--- config.mk ---
export PLATFORM = sky130hd
export DESIGN_NAME = playfair_digraph_encryptor
export DESIGN_NICKNAME = d
export VERILOG_FILES = /design/src/rtl/pfd_pkg.sv /design/src/rtl/playfair_digraph_encryptor.sv
export VERILOG_INCLUDE_DIRS = /design/src /design/src/rtl
export SDC_FILE = /design/constraint.sdc
export NUM_CORES = 1
export LEC_CHECK = 0
export BUFFER_PORTS_ARGS = -buffer_cell sky130_fd_sc_hd__buf_2
export CAP_MARGIN = 20
export CELL_PAD_IN_SITES_DETAIL_PLACEMENT = 0
export CELL_PAD_IN_SITES_GLOBAL_PLACEMENT = 2
export CORE_MARGIN = 1
export CORE_UTILIZATION = 41
export DETAILED_ROUTE_END_ITERATION = 12
export PLACE_DENSITY = 0.85
export SYNTH_ARGS = -nofsm -noshare
export SYNTH_HDL_FRONTEND = slang
export SYNTH_SLANG_ARGS = --single-unit
--- constraint.sdc ---
create_clock -name clk -period 14.15 [get_ports clk]
set_input_delay 2.83 -clock clk [delete_from_list [all_inputs] [get_ports clk]]
set_output_delay 2.83 -clock clk [all_outputs]
set_load 0.02 [all_outputs]
--- src/rtl/assert_macros.svh ---
// Assertion macros shared by the RTL; they compile away under SYNTHESIS.
`ifndef ASSERT_MACROS_SVH
`define ASSERT_MACROS_SVH

`ifndef SYNTHESIS

// Same-cycle implication, checked at every clock edge outside reset.
`define ASSERT_SAME(label, clk, rst, ante, cons) \
  label: assert property (@(posedge clk) disable iff (rst) (ante) |-> (cons)) \
    else $error("same-cycle check failed");

// Next-cycle implication, checked at every clock edge outside reset.
`define ASSERT_NEXT(label, clk, rst, ante, cons) \
  label: assert property (@(posedge clk) disable iff (rst) (ante) |=> (cons)) \
    else $error("next-cycle check failed");

`else

`define ASSERT_SAME(label, clk, rst, ante, cons)
`define ASSERT_NEXT(label, clk, rst, ante, cons)

`endif

`endif

--- src/rtl/pfd_pkg.sv ---
// Types, constants and key-square functions for the Playfair digraph encryptor.
package pfd_pkg;

  localparam int SIDE      = 5;
  localparam int LETTER_W  = 5;
  localparam int ROW_W     = SIDE * LETTER_W;
  localparam int COORD_W   = 3;
  localparam int CFG_IDX_W = 3;

  typedef logic [LETTER_W-1:0]         letter_t;
  typedef logic [COORD_W-1:0]          coord_t;
  typedef logic [ROW_W-1:0]            row_t;
  typedef logic [SIDE-1:0][ROW_W-1:0]  square_t;
  typedef logic [CFG_IDX_W-1:0]        cfg_idx_t;

  localparam letter_t LETTER_A = 5'd0;
  localparam letter_t LETTER_I = 5'd8;
  localparam letter_t LETTER_J = 5'd9;
  localparam letter_t LETTER_Z = 5'd25;

  localparam cfg_idx_t REG_SQUARE_ROW_0 = 3'd0;
  localparam cfg_idx_t REG_SQUARE_ROW_4 = 3'd4;

  // alphabet without J, row 0 in the low slot
  localparam square_t SQUARE_RESET = {25'd27025109, 25'd21613104, 25'd16201099,
                                      25'd10755269, 25'd4294688};

  typedef struct packed {
    coord_t row;
    coord_t col;
  } pos_t;

  typedef struct packed {
    letter_t a;
    letter_t b;
  } pair_t;

  typedef struct packed {
    letter_t ans;
    letter_t next;
  } filler_t;

  function automatic letter_t fold_letter(letter_t l);
    letter_t v;
    v = (l > LETTER_Z) ? LETTER_Z : l;
    if (v == LETTER_J) v = LETTER_I;
    return v;
  endfunction

  function automatic letter_t letter_step(letter_t l);
    return (l == LETTER_Z) ? LETTER_A : l + 5'd1;
  endfunction

  // filler counter: skip the paired letter, never hand out J
  function automatic filler_t take_filler(letter_t f_in, letter_t l);
    letter_t f;
    filler_t t;
    f = f_in;
    if (l == f) f = letter_step(f);
    if (f == LETTER_J) f = f + 5'd1;
    t.ans = f;
    f = letter_step(f);
    if (f == LETTER_J) f = f + 5'd1;
    t.next = f;
    return t;
  endfunction

  function automatic coord_t coord_wrap(coord_t c);
    return (c == coord_t'(SIDE - 1)) ? '0 : c + 3'd1;
  endfunction

  function automatic letter_t cell_at(square_t sq, coord_t r, coord_t c);
    letter_t v;
    v = sq[r][c*LETTER_W +: LETTER_W];
    return v;
  endfunction

  // first match in row-major order wins; no match sits at row 0, col 0
  function automatic pos_t locate(square_t sq, letter_t l);
    pos_t p;
    p = '0;
    for (int r = SIDE - 1; r >= 0; r--) begin
      for (int c = SIDE - 1; c >= 0; c--) begin
        if (sq[r][c*LETTER_W +: LETTER_W] == l) begin
          p.row = coord_t'(r);
          p.col = coord_t'(c);
        end
      end
    end
    return p;
  endfunction

  function automatic pair_t encipher(square_t sq, letter_t a, letter_t b);
    pos_t  pa;
    pos_t  pb;
    pair_t e;
    pa = locate(sq, a);
    pb = locate(sq, b);
    if (pa.row == pb.row) begin
      e.a = cell_at(sq, pa.row, coord_wrap(pa.col));
      e.b = cell_at(sq, pb.row, coord_wrap(pb.col));
    end else if (pa.col == pb.col) begin
      e.a = cell_at(sq, coord_wrap(pa.row), pa.col);
      e.b = cell_at(sq, coord_wrap(pb.row), pb.col);
    end else begin
      e.a = cell_at(sq, pa.row, pb.col);
      e.b = cell_at(sq, pb.row, pa.col);
    end
    return e;
  endfunction

endpackage

--- src/rtl/playfair_digraph_encryptor.sv ---
// Playfair digraph encryptor: letter pairing, filler counter and key-square lookup.
//
//   channel | direction | handshake            | payload
//   --------+-----------+----------------------+----------------------------
//   in      | in        | in_valid / in_stall  | plain_letter, message_end
//   out     | out       | out_valid / out_stall| cipher_letter, run_last
//   cfg     | in        | cfg_wr_en            | cfg_index, cfg_data
//
// An accepted letter updates the pairing state at once and, when it closes
// a digraph, loads one or two plaintext pairs into the pair register.
// The pair register feeds one cipher letter per cycle into the output
// register while the output does not stall, one letter per result beat;
// a letter that is only held gives no beat.
// The next letter is taken in the cycle the last letter of the loaded pairs leaves.
// Synchronous reset clears pairing state and valids and reloads the key square.
// Stall on the output freezes the output register and a loaded pair register.
`include "assert_macros.svh"

module playfair_digraph_encryptor (
  input  logic                      clk,
  input  logic                      rst,
  input  logic                      in_valid,
  output logic                      in_stall,
  input  pfd_pkg::letter_t          plain_letter,
  input  logic                      message_end,
  output logic                      out_valid,
  input  logic                      out_stall,
  output pfd_pkg::letter_t          cipher_letter,
  output logic                      run_last,
  input  logic                      cfg_wr_en,
  input  pfd_pkg::cfg_idx_t         cfg_index,
  input  logic [pfd_pkg::ROW_W-1:0] cfg_data
);
  import pfd_pkg::*;

  square_t square;

  logic    held_valid, held_valid_next;
  letter_t held_letter, held_letter_next;
  letter_t filler_next, filler_next_next;

  // pair register: up to two plaintext pairs waiting for the cipher
  logic        pv;
  logic        two_pairs;
  logic [1:0]  idx;
  pair_t       pair0, pair1;

  logic        in_acc;
  logic        out_free, adv, cur_last, fin;
  pair_t       cur_pair, cur_enc;
  letter_t     cur_letter;

  letter_t     l;
  filler_t     t1, t2;
  logic        load_pairs, load_two;
  pair_t       pair0_next, pair1_next;

  always_ff @(posedge clk) begin
    if (rst) begin
      square <= SQUARE_RESET;
    end else if (cfg_wr_en && cfg_index <= REG_SQUARE_ROW_4) begin
      square[cfg_index] <= cfg_data;
    end
  end

  // pairing and filler logic for the incoming letter
  always_comb begin
    l                = fold_letter(plain_letter);
    held_valid_next  = held_valid;
    held_letter_next = held_letter;
    filler_next_next = filler_next;
    load_pairs       = 1'b0;
    load_two         = 1'b0;
    pair0_next       = '0;
    pair1_next       = '0;
    t1               = take_filler(filler_next, held_valid ? held_letter : l);
    t2               = take_filler(t1.next, l);
    if (!held_valid) begin
      if (message_end) begin
        load_pairs       = 1'b1;
        pair0_next       = '{a: l, b: t1.ans};
        filler_next_next = t1.next;
      end else begin
        held_valid_next  = 1'b1;
        held_letter_next = l;
      end
    end else if (held_letter != l) begin
      load_pairs      = 1'b1;
      pair0_next      = '{a: held_letter, b: l};
      held_valid_next = 1'b0;
    end else begin
      // doubled letter: pair the first with a filler, keep the second (at message end, pair it with a filler too)
      load_pairs       = 1'b1;
      pair0_next       = '{a: held_letter, b: t1.ans};
      held_letter_next = l;
      filler_next_next = t1.next;
      if (message_end) begin
        load_two         = 1'b1;
        pair1_next       = '{a: l, b: t2.ans};
        filler_next_next = t2.next;
      end
    end
    if (message_end) begin
      filler_next_next = LETTER_A;
      held_valid_next  = 1'b0;
    end
  end

  always_comb begin
    out_free   = !out_valid || !out_stall;
    adv        = pv && out_free;
    cur_last   = idx[0] && (idx[1] || !two_pairs);
    fin        = adv && cur_last;
    in_stall   = pv && !fin;
    in_acc     = in_valid && !in_stall;
    cur_pair   = idx[1] ? pair1 : pair0;
    cur_enc    = encipher(square, cur_pair.a, cur_pair.b);
    cur_letter = idx[0] ? cur_enc.b : cur_enc.a;
  end

  always_ff @(posedge clk) begin
    if (rst) begin
      held_valid  <= 1'b0;
      held_letter <= LETTER_A;
      filler_next <= LETTER_A;
    end else if (in_acc) begin
      held_valid  <= held_valid_next;
      held_letter <= held_letter_next;
      filler_next <= filler_next_next;
    end
  end

  always_ff @(posedge clk) begin
    if (rst) begin
      pv        <= 1'b0;
      idx       <= 2'd0;
      two_pairs <= 1'b0;
    end else if (in_acc && load_pairs) begin
      pv        <= 1'b1;
      idx       <= 2'd0;
      two_pairs <= load_two;
    end else if (fin) begin
      pv <= 1'b0;
    end else if (adv) begin
      idx <= idx + 2'd1;
    end
  end

  always_ff @(posedge clk) begin
    if (in_acc && load_pairs) begin
      pair0 <= pair0_next;
      pair1 <= pair1_next;
    end
  end

  always_ff @(posedge clk) begin
    if (rst) begin
      out_valid <= 1'b0;
    end else if (adv) begin
      out_valid <= 1'b1;
    end else if (!out_stall) begin
      out_valid <= 1'b0;
    end
  end

  always_ff @(posedge clk) begin
    if (adv) begin
      cipher_letter <= cur_letter;
      run_last      <= cur_last;
    end
  end

  `ASSERT_NEXT(a_pair_holds, clk, rst, pv && !adv, pv && idx == $past(idx))
  `ASSERT_NEXT(a_end_drops_held, clk, rst, in_acc && message_end, !held_valid)
  `ASSERT_SAME(a_filler_legal, clk, rst, 1'b1, filler_next != LETTER_J && filler_next <= LETTER_Z)
  `ASSERT_NEXT(a_adv_shows_beat, clk, rst, adv, out_valid)

endmodule
==> summary.md, run 1 <==
| Metric | Value |
|---|---|
| Status | `completed` |
| Die area | `0.0439 mm2` |
| Most frequent cells in the layout | `nand2_1 (464), mux2i_1 (256), xnor2_1 (155)` |
| DRT antenna net count | `0` |
| Critical Path RT | `14370 ps` |
| Setup tns final | `0 ps` |
| Mapped cell area | `0.0176 mm2` |
| Worst Path Buf+Inv | `3` |
| Maximum clock rate | `103 MHz` |
| Antenna cells | `0` |
| Grt ovf | `0` |
| Final critical-path required period | `9750 ps` |
| Clk_lat worst skew | `470 ps` |
| Hold buffers post-CTS | `0` |
| Final hold viol count | `0` |
| #FFs+latches synth | `167` |
| Vias in the first global route | `16154` |
| Crit path largest cell delay | `700 ps` |
| DRT Pass-1 Iters | `7` |
| Lkg Pwr | `7.23 nW` |
| Max Cap Viol | `0` |
| Area delta synth->final | `5.62%` |
| Post-route DRC | `0` |
| Setup repair after global routing missed its margin | `false` |
| Core area | `0.0422 mm2` |
| CP Capture Type | `register` |
| Post-synth EDFFs | `26` |
| Netlist cell types | `92` |
| Routed length per placed instance | `27.7 um` |
| Min-delay worst type | `reg -> reg` |
| # nets final | `2263` |
| TritonCTS Sinks | `167` |
| Final Max Tran Viols | `0` |
| Placement Setup Slack | `4040 ps` |
| CTS H-Tree Depth | `4` |
| Fin Clk Skew | `14.8 ps` |
| Worst-path clk slew | `60 ps` |
| Port bufs | `46` |
| Placed inst area | `0.0180 mm2` |
| Top cell type's share of synthesized area | `16.0%` |
| CP max FO | `13` |
| Crit path max-delay cell type | `a2111oi_0` |
| Gr usage total | `34.6%` |
| Starting DRT DRC Count | `2201` |
| WS Path Type | `in -> reg` |
| Total Wirelength | `76.2 mm` |
| Die Ht | `209 um` |
| Most used DFF post-synth | `dfxtp_1` |
| Total setup buffers inserted after CTS | `0` |
| Syn avg cell area | `7.48 um2` |
| Die width | `209 um` |
| Top post-synthesis cells by area | `dfxtp_1 (16%), mux2i_1 (15%), nand2_1 (9.9%)` |
| Commonest non-fill, non-tap cell in the layout | `nand2_1` |
| CP arrival | `9970 ps` |
| PostCTS Resize Cnt | `0` |
| Vias per cell | `6.35` |
| Cell taking the most area after synthesis | `dfxtp_1` |
| Routability cong. | `0.981` |
| Setup crit start kind | `input pin` |
| Pin count of the biggest net entering global routing | `86` |
| CTS buffer count | `17` |
| Layout cells sized above 1 | `10.4%` |
| Final WS setup | `4400 ps` |
| TritonCTS clock tree | `done` |
| Cell Pwr Density | `114 mW/mm2` |
| Clk buf depth | `2` |
| Period utilization | `68.9%` |
| Crit-path most repeated cell | `ha_1` |
| CP top delay family | `compound AO/OA/AOI/OAI gates` |
| Final Instance Area | `0.0186 mm2` |
| Ys Warns | `0` |
| Core Rows | `75` |
| First-pass GRT wire length | `112 mm` |
| Slew @ Worst Pin | `1010 ps` |
| Relative slew slack | `32.9%` |
| Cells after synthesis | `2359` |
| Vias | `17484` |
| Initial antenna violation count | `1` |
| HPWL after DPL | `56.2 mm` |
| Post-synth ARST share | `0%` |
| Mapped Nets | `2418` |
| Power, Total | `0.00212 W` |
| Top-Level Pins | `47` |
| VDD IR-drop max | `0.105 mV` |
| Seq/Total Area, Yosys | `20.4%` |
| CTS Root Cell | `clkbuf_16` |
| Final setup fails | `0` |
| Initial core utilization | `41.8%` |
==> per-layer routing <==
layer | global-route usage (%) | vias up | share of wire (%)
li1 | - | 7893 | -
met1 | 47.8 | 8467 | 43
met2 | 53.2 | 957 | 44
met3 | 6.13 | 165 | 9.1
met4 | 13.7 | 2 | 3.8
met5 | 0 | - | 0.017
==> power breakdown <==
| group | switching, W | leakage [nW] | internal (W) |
|---|---|---|---|
| combinational | 0.000664 | 5.53 | 0.000401 |
| clock | 0.000208 | 0.311 | 0.000297 |
| sequential | 0.0000403 | 1.39 | 0.000506 |
| total | 0.000912 | 7.23 | 0.00120 |
==> layout make-up <==
| type | instances | area [um2] |
|---|---|---|
| clock inverter | 8 | 108 |
| timing repair buffer | 105 | 681 |
| multi-input combinational | 1869 | 12900 |
| clock buffer | 23 | 522 |
| sequential | 167 | 3600 |
| fill | 4333 | 23600 |
| inverter | 44 | 166 |
| tap | 539 | 674 |
==> cell families (layout without fill, tap and decap cells) <==
logic type               after synthesis  in the layout  share of synthesized area [%]
buffers and inverters                323            180                           7.55
multiplexers                         308            308                           18.6
AND/OR/NAND/NOR                      852            852                           22.5
AO/OA/AOI/OAI                        418            418                           15.9
adder cells (fa/ha/maj)               20             20                           1.42
XOR/XNOR                             271            271                           13.6
flip-flops                           167            167                           20.4
==> synth_stat cells, types with 6 or more instances <==
library cell / instances
mux4_2: 10
a21oi_1: 135
buf_1: 26
nor3_1: 59
a211oi_1: 30
nor4_1: 9
inv_1: 43
o21a_1: 9
edfxtp_1: 26
nand3_1: 63
mux2_2: 31
and2_1: 16
nand2b_1: 6
buf_2: 61
mux2i_2: 6
a311o_1: 11
or4_1: 9
o21ai_0: 57
and3_1: 26
xnor2_1: 155
nand2_1: 464
nor2_1: 78
o31ai_1: 11
ha_1: 20
a41oi_1: 6
dfxtp_1: 141
mux2i_1: 260
buf_4: 9
a32oi_1: 7
nor2b_1: 13
a31oi_1: 19
clkbuf_1: 182
nand3b_1: 58
o211ai_1: 22
nand4_1: 20
a21o_1: 7
xor2_1: 112
o22ai_1: 15
o311ai_0: 6
a22oi_1: 17
==> worst min-delay path, cell delays in order, from the launching register on <==
cell and delay, ps:
dfxtp_1 320, nor2_1 100, nor2_1 50
==> sequential cells by signal (all words and copies together), names as in the netlist <==
| signal | count |
|---|---|
| run_last | 1 |
| filler_next | 5 |
| pv | 1 |
| two_pairs | 1 |
| pair1 | 10 |
| cipher_letter | 5 |
| held_letter | 5 |
| held_valid | 1 |
| pair0 | 10 |
| idx | 2 |
| square | 125 |
| out_valid | 1 |
==> path summary, 6_finish.rpt <==
| check | from | end | slack [ps] | cells past startpoint |
|---|---|---|---|---|
| hold reg to reg | pv$_SDFFE_PP0P_ | out_valid$_SDFFE_PP0P_ | 510 | 2 |
| setup reg to reg | idx[1]$_SDFFE_PP0P_ | cipher_letter[2]$_DFFE_PP_ | 6150 | 20 |
| setup / recovery | plain_letter[4] | pair1[1]$_SDFFCE_PP0P_ | 4400 | 27 |
| hold / removal | pv$_SDFFE_PP0P_ | out_valid$_SDFFE_PP0P_ | 510 | 2 |
==> stage by stage <==
| stage | hold slack (ps) | std cells | util (%) |
|---|---|---|---|
| 2_1_floorplan | 448 | 2359 | - |
| 3_3_place_gp | 459 | 2721 | 42.6 |
| 3_5_place_dp | 496 | 2721 | 42.6 |
| 4_1_cts | 506 | 2752 | 44.1 |
| 5_1_grt | 520 | 2755 | 44.1 |
| 6_report | 509 | 2755 | 44.1 |
Note: power is estimated with default switching activity, not from simulation.
==> run 2: changes to the inputs <==
- ABC_AREA: not set -> 1
- CORE_UTILIZATION: 41 -> 35
- PLACE_DENSITY: 0.85 -> 0.8
- clock period: 14.15 -> 9.9 ns (I/O delays scaled with it)
==> summary.md, run 2 <==
| Metric | Value |
|---|---|
| Cells after synthesis | `2930 (was 2359)` |
| TritonCTS clock tree | `done (unchanged)` |
| Initial antenna violation count | `2 (was 1)` |
| Final setup fails | `0 (unchanged)` |
| Sw Pwr | `0.00194 W (was 0.000912 W)` |
| Most used DFF post-synth | `dfxtp_1 (unchanged)` |
| Reg with most FFs | `square (unchanged)` |
| Setup tns final | `0 ps (unchanged)` |
| Sw frac | `54.0% (was 43.1%)` |
| Min-delay worst type | `reg -> reg (unchanged)` |
| Cell taking the most area after synthesis | `nand2_1 (was dfxtp_1)` |
| DRT Pass-1 Iters | `6 (was 7)` |
| Die width | `226 um (was 209 um)` |
| Gr usage total | `37.1% (was 34.6%)` |
| Core area | `0.0493 mm2 (was 0.0422 mm2)` |
| Crit path largest cell delay | `920 ps (was 700 ps)` |
| Pin count of the biggest net entering global routing | `100 (was 86)` |
| CTS H-Tree Depth | `4 (unchanged)` |
| Final hold viol count | `0 (unchanged)` |
| Mapped cell area | `0.0176 mm2 (about the same)` |
| Die Ht | `226 um (was 209 um)` |
| Placed inst area | `0.0179 mm2 (was 0.0180 mm2)` |
| Crit path max-delay cell type | `nor2_2 (was a2111oi_0)` |
| Commonest non-fill, non-tap cell in the layout | `nand2_1 (unchanged)` |
| TritonCTS Sinks | `167 (unchanged)` |
| Clk buf depth | `2 (unchanged)` |
| Crit-path most repeated cell | `nand2_1 (was ha_1)` |
| First-pass GRT wire length | `136 mm (was 112 mm)` |
| Setup repair after global routing missed its margin | `false (unchanged)` |
| Setup crit start kind | `register (was input pin)` |
| Final Instance Area | `0.0185 mm2 (was 0.0186 mm2)` |
| Syn avg cell area | `6.01 um2 (was 7.48 um2)` |
| Power share of the sequential group | `21.5% (was 25.8%)` |
| Most numerous cell in the Yosys netlist | `nand2_1 (unchanged)` |
| Seq/Total Area, Yosys | `20.5% (was 20.4%)` |
| Layout cells sized above 1 | `7.14% (was 10.4%)` |
| Top post-synthesis cells by area | `nand2_1 (17%), dfxtp_1 (16%), xor2_1 (8.5%) (was dfxtp_1 (16%), mux2i_1 (15%), nand2_1 (9.9%))` |
| Fin Clk Skew | `9.03 ps (was 14.8 ps)` |
| Hold buffers post-CTS | `0 (unchanged)` |
| Maximum clock rate | `128 MHz` |
| WS Path Type | `reg -> reg (was in -> reg)` |
| Relative slew slack | `19.3% (was 32.9%)` |
| CP max FO | `30 (was 13)` |
| Die area | `0.0512 mm2 (was 0.0439 mm2)` |
| Post-route DRC | `0 (unchanged)` |
| Status | `completed (unchanged)` |
| DRT antenna net count | `0 (unchanged)` |
| Starting DRT DRC Count | `2971 (was 2201)` |
| Routed length per placed instance | `26.9 um (was 27.7 um)` |
| Lkg Pwr | `8.29 nW (was 7.23 nW)` |
| Netlist cell types | `57 (was 92)` |
| Vias | `20918 (was 17484)` |
| Internal power | `0.00166 W (was 0.00120 W)` |
| Cell Pwr Density | `195 mW/mm2 (was 114 mW/mm2)` |
| Critical Path RT | `10170 ps (was 14370 ps)` |
| VDD IR-drop max | `0.122 mV (was 0.105 mV)` |
| Post-synth EDFFs | `26 (unchanged)` |
| Slew @ Worst Pin | `1200 ps (was 1010 ps)` |
| Total setup buffers inserted after CTS | `0 (unchanged)` |
| Worst-path clk slew | `70 ps (was 60 ps)` |
| Largest registers | `square (125), pair0 (10), pair1 (10) (unchanged)` |
| Top-Level Pins | `47 (unchanged)` |
| Core Rows | `81 (was 75)` |
| Max Cap Viol | `0 (unchanged)` |
| Clock share of power | `19.5% (was 23.9%)` |
| CP Capture Type | `register (unchanged)` |
| Most frequent cells in the layout | `nand2_1 (794), o21ai_0 (261), inv_1 (260) (was nand2_1 (464), mux2i_1 (256), xnor2_1 (155))` |
| Routability cong. | `1.03 (was 0.981)` |
| Combinational share of power | `59.0% (was 50.3%)` |
| Post-synth ARST share | `0% (unchanged)` |
| CTS Root Cell | `clkbuf_16 (unchanged)` |
| Top cell type's share of synthesized area | `16.9% (was 16.0%)` |
| Initial core utilization | `35.7% (was 41.8%)` |
| #FFs+latches synth | `167 (unchanged)` |
| CTS buffer count | `17 (unchanged)` |
| HPWL after DPL | `69.1 mm (was 56.2 mm)` |
| Grt ovf | `0 (unchanged)` |
| CP arrival | `8050 ps (was 9970 ps)` |
| Ys Warns | `0 (unchanged)` |
| Mapped Nets | `2989 (was 2418)` |
| # nets final | `2890 (was 2263)` |
| Vias per cell | `5.96 (was 6.35)` |
| Port bufs | `46 (unchanged)` |
| Area delta synth->final | `4.89% (was 5.62%)` |
| Final Max Tran Viols | `0 (unchanged)` |
| PostCTS Resize Cnt | `0 (unchanged)` |
| Post-synth top cells | `nand2_1 (795), inv_1 (262), o21ai_0 (261) (was nand2_1 (464), mux2i_1 (260), clkbuf_1 (182))` |
| Vias in the first global route | `18999 (was 16154)` |
| Max reg flops | `125 (unchanged)` |
| Clk_lat worst skew | `510 ps (was 470 ps)` |
| Final critical-path required period | `7780 ps` |
| Total Wirelength | `94.3 mm (was 76.2 mm)` |
| Period utilization | `78.6%` |
[run 2: cell count changes after synthesis, moves of 85 or more]
cell and delta:
nor2_1 +143, o21ai_0 +204, nand3_1 +99, mux2i_1 -252
inv_1 +219, clkbuf_1 -98, o211ai_1 +85, nand2_1 +331
xnor2_1 -149
[run 2: cell type report]
type | count | area [um2]
Clock inverter | 9 | 92.6
Multi-Input combinational cell | 2275 | 11900
Antenna cell | 2 | 5.00
Tap cell | 664 | 831
Sequential cell | 167 | 3600
Inverter | 290 | 1090
Clock buffer | 23 | 469
Fill cell | 5521 | 30800
Timing Repair Buffer | 80 | 518
[run 2: path summary, 6_finish.rpt]
kind	startpoint	to	slack, ps	cells past startpoint
worst min register to register	two_pairs$_SDFFE_PP0P_	two_pairs$_SDFFE_PP0P_	480	2
worst max-delay path	idx[1]$_SDFFE_PP0P_	cipher_letter[4]$_DFFE_PP_	2120	30
worst min-delay path	two_pairs$_SDFFE_PP0P_	two_pairs$_SDFFE_PP0P_	480	2
worst max register to register	idx[1]$_SDFFE_PP0P_	cipher_letter[4]$_DFFE_PP_	2120	30
[run 2: power groups by stage]
stage	Clock [W]	Sequential, W	Combinational, W
after CTS	0.000713	0.000772	0.00206
after floorplan	0	0.000770	0.00138
final	0.000701	0.000775	0.00212
after global routing	0.000735	0.000775	0.00229
after global placement	0	0.000788	0.00205
after detailed placement	0	0.000787	0.00205
[run 2: routing by layer]
| metal | global-route usage [%] | part of all wire (%) | up-vias |
|---|---|---|---|
| li1 | - | - | 9504 |
| met1 | 53.0 | 44 | 10023 |
| met2 | 53.9 | 41 | 1206 |
| met3 | 8.07 | 10 | 183 |
| met4 | 13.9 | 3.8 | 2 |
| met5 | 0 | 0.015 | - |
[run 2: stage by stage]
step	util [%]	std cells	worst slack [ps]	power [W]	hold WS, ps
finish	37.5	3510	2120	0.00360	484
global route	37.5	3508	2010	0.00380	515
CTS	37.5	3507	2550	0.00354	490
detailed placement	36.3	3475	2580	0.00284	478
global placement	36.2	3471	2460	0.00283	473
floorplan	-	2930	3900	0.00215	458
[run 2: cells by family (layout without fill, tap and decap cells)]
| group | Yosys count | count (layout) | share of synthesized area (%) |
|---|---|---|---|
| compound gates | 704 | 704 | 22.7 |
| buf+inv | 488 | 402 | 12.4 |
| mux | 8 | 8 | 0.455 |
| fa+ha+maj | 20 | 20 | 1.42 |
| flops | 167 | 167 | 20.5 |
| other cells | 0 | 2 | 0 |
| xor+xnor | 177 | 177 | 8.80 |
| simple gates | 1366 | 1366 | 33.7 |
[run 2: critical path, delay by kind of cell (launching register included)]
| kind | cells | cell delay (ps) |
|---|---|---|
| fa+ha+maj | 1 | 320 |
| buf+inv | 6 | 2790 |
| simple gates | 22 | 3630 |
| flops | 1 | 450 |
| compound gates | 1 | 260 |
==> run 3: changes to the inputs <==
- clock period: 9.9 -> 7.49 ns (I/O delays scaled with it)
==> summary.md, run 3 (synthesized netlist as in run 2, its figures left out) <==
| Metric | Value |
|---|---|
| Fill cells | `5572 (was 5521)` |
| Sw Pwr | `0.00268 W (was 0.00194 W)` |
| Total Wirelength | `94.1 mm (was 94.3 mm)` |
| Crit path max-delay cell type | `nor3_1 (was nor2_2)` |
| Reg with most FFs | `square (unchanged)` |
| Max Cap Viol | `0 (unchanged)` |
| Core Rows | `81 (unchanged)` |
| Status | `completed (unchanged)` |
| Internal power | `0.00222 W (was 0.00166 W)` |
| Core area | `0.0493 mm2 (unchanged)` |
| CTS Root Cell | `clkbuf_16 (unchanged)` |
| Clk_lat worst skew | `510 ps (about the same)` |
| Routability cong. | `1.06 (was 1.03)` |
| Critical Path RT | `7770 ps (was 10170 ps)` |
| Routed length per placed instance | `26.6 um (was 26.9 um)` |
| Clk buf depth | `2 (unchanged)` |
| Combinational share of power | `59.8% (was 59.0%)` |
| Max reg flops | `125 (unchanged)` |
| CTS H-Tree Depth | `4 (unchanged)` |
| Vias | `20705 (was 20918)` |
| Final critical-path required period | `6510 ps (was 7780 ps)` |
| Die width | `226 um (unchanged)` |
| Relative slew slack | `17.3% (was 19.3%)` |
| Final Max Tran Viols | `0 (unchanged)` |
| Vias in the first global route | `18712 (was 18999)` |
| Setup repair after global routing missed its margin | `false (unchanged)` |
| TritonCTS clock tree | `done (unchanged)` |
| DRT antenna net count | `0 (unchanged)` |
| Crit-path most repeated cell | `nand2_1 (unchanged)` |
| CP arrival | `6790 ps (was 8050 ps)` |
| Vias per cell | `5.86 (was 5.96)` |
| Die Ht | `226 um (unchanged)` |
| Largest registers | `square (125), pair0 (10), pair1 (10) (unchanged)` |
| Die area | `0.0512 mm2 (unchanged)` |
| PostCTS Resize Cnt | `0 (unchanged)` |
| Area delta synth->final | `6.32% (was 4.89%)` |
| CTS buffer count | `17 (unchanged)` |
| TritonCTS Sinks | `167 (unchanged)` |
| Post-route DRC | `0 (unchanged)` |
| Power, Total | `0.00489 W (was 0.00360 W)` |
| Commonest non-fill, non-tap cell in the layout | `nand2_1 (unchanged)` |
| DRT Pass-1 Iters | `6 (unchanged)` |
| Sw frac | `54.7% (was 54.0%)` |
| Crit path largest cell delay | `700 ps (was 920 ps)` |
| VDD IR-drop max | `0.179 mV (was 0.122 mV)` |
| Worst Reg-to-Reg Cells | `32 (was 30)` |
| First-pass GRT wire length | `135 mm (was 136 mm)` |
| Hold buffers post-CTS | `0 (unchanged)` |
| Power share of the sequential group | `20.8% (was 21.5%)` |
| Pin count of the biggest net entering global routing | `85 (was 100)` |
| Antenna cells | `0 (was 2)` |
| Total setup buffers inserted after CTS | `0 (unchanged)` |
| Lkg Pwr | `8.44 nW (was 8.29 nW)` |
| Cell Pwr Density | `261 mW/mm2 (was 195 mW/mm2)` |
| Finished Layout Cells | `3535 (was 3510)` |
| Setup crit start kind | `register (unchanged)` |
| Min-Delay Path Depth | `2 (unchanged)` |
| Grt ovf | `0 (unchanged)` |
| Port bufs | `46 (unchanged)` |
| Final setup fails | `0 (unchanged)` |
| CP Capture Type | `register (unchanged)` |
| Slew @ Worst Pin | `1230 ps (was 1200 ps)` |
| Worst-path clk slew | `80 ps (was 70 ps)` |
| # nets final | `2917 (was 2890)` |
| Dpl cells | `3502 (was 3475)` |
| Maximum clock rate | `154 MHz (was 128 MHz)` |
| Min-delay worst type | `reg -> reg (unchanged)` |
| WHS | `497 ps (was 484 ps)` |
| Layout cells sized above 1 | `8.12% (was 7.14%)` |
| Setup tns final | `0 ps (unchanged)` |
| Starting DRT DRC Count | `2373 (was 2971)` |
| Fin util | `38.0% (was 37.5%)` |
| Initial antenna violation count | `0 (was 2)` |
| Gr usage total | `37.0% (was 37.1%)` |
| Final hold viol count | `0 (unchanged)` |
| Initial core utilization | `35.7% (unchanged)` |
| WS Path Type | `reg -> reg (unchanged)` |
| HPWL after DPL | `69.4 mm (was 69.1 mm)` |
| Fin Clk Skew | `12.1 ps (was 9.03 ps)` |
| Clock share of power | `19.4% (was 19.5%)` |
| Period utilization | `86.9% (was 78.6%)` |
| CP max FO | `27 (was 30)` |
| Most frequent cells in the layout | `nand2_1 (794), o21ai_0 (261), inv_1 (260) (unchanged)` |
| Top-Level Pins | `47 (unchanged)` |
==> run 3: power groups by stage <==
stage               Sequential, W  Combinational, W  Clock (W)
global placement          0.00104           0.00282          0
CTS                       0.00102           0.00283   0.000968
detailed placement        0.00104           0.00282          0
floorplan                 0.00102           0.00183          0
finish                    0.00102           0.00293   0.000950
global route              0.00102           0.00313   0.000992
==> run 3: path summary, 6_finish.rpt <==
| path | start | end | slack (ps) |
|---|---|---|---|
| worst max-delay path | idx[1]$_SDFFE_PP0P_ | cipher_letter[1]$_DFFE_PP_ | 980 |
| worst min-delay path | out_valid$_SDFFE_PP0P_ | out_valid$_SDFFE_PP0P_ | 500 |
| worst max register to register | idx[1]$_SDFFE_PP0P_ | cipher_letter[1]$_DFFE_PP_ | 980 |
| worst min register to register | out_valid$_SDFFE_PP0P_ | out_valid$_SDFFE_PP0P_ | 500 |
==> run 3: final cells by class <==
| type | count | area [um2] | share of cell area, % |
|---|---|---|---|
| clock buffer | 17 | 425 | 2.27 |
| clock inverter | 15 | 161 | 0.862 |
| inverter | 290 | 1090 | 5.83 |
| multi-input combinational | 2275 | 11900 | 63.4 |
| sequential | 167 | 3600 | 19.2 |
| tap | 664 | 831 | 4.44 |
| timing repair buffer | 107 | 746 | 3.98 |
==> run 3: per-stage QoR <==
stage | worst slack [ps] | cell area (um2)
2_1_floorplan | 1970 | 17600
3_3_place_gp | 1240 | 18100
3_5_place_dp | 1120 | 18100
4_1_cts | 1130 | 18700
5_1_grt | 633 | 18700
6_report | 978 | 18700
==> run 3: worst max-delay path: cells and delay by family, from the launching register on <==
family / cells / cell delay (ps)
buffers and inverters: 5 / 1620
and+or+nand+nor: 23 / 2920
adders and majority gates: 1 / 200
AOI/OAI and AO/OA: 3 / 770
DFF: 1 / 650
==> run 3: per-layer routing <==
layer | share of wire (%) | wire (um) | track usage (%)
met1 | 45 | 42600 | 53.2
met2 | 42 | 39300 | 54.0
met3 | 10 | 9500 | 8.88
met4 | 2.8 | 2660 | 11.1
met5 | 0 | 0 | 0
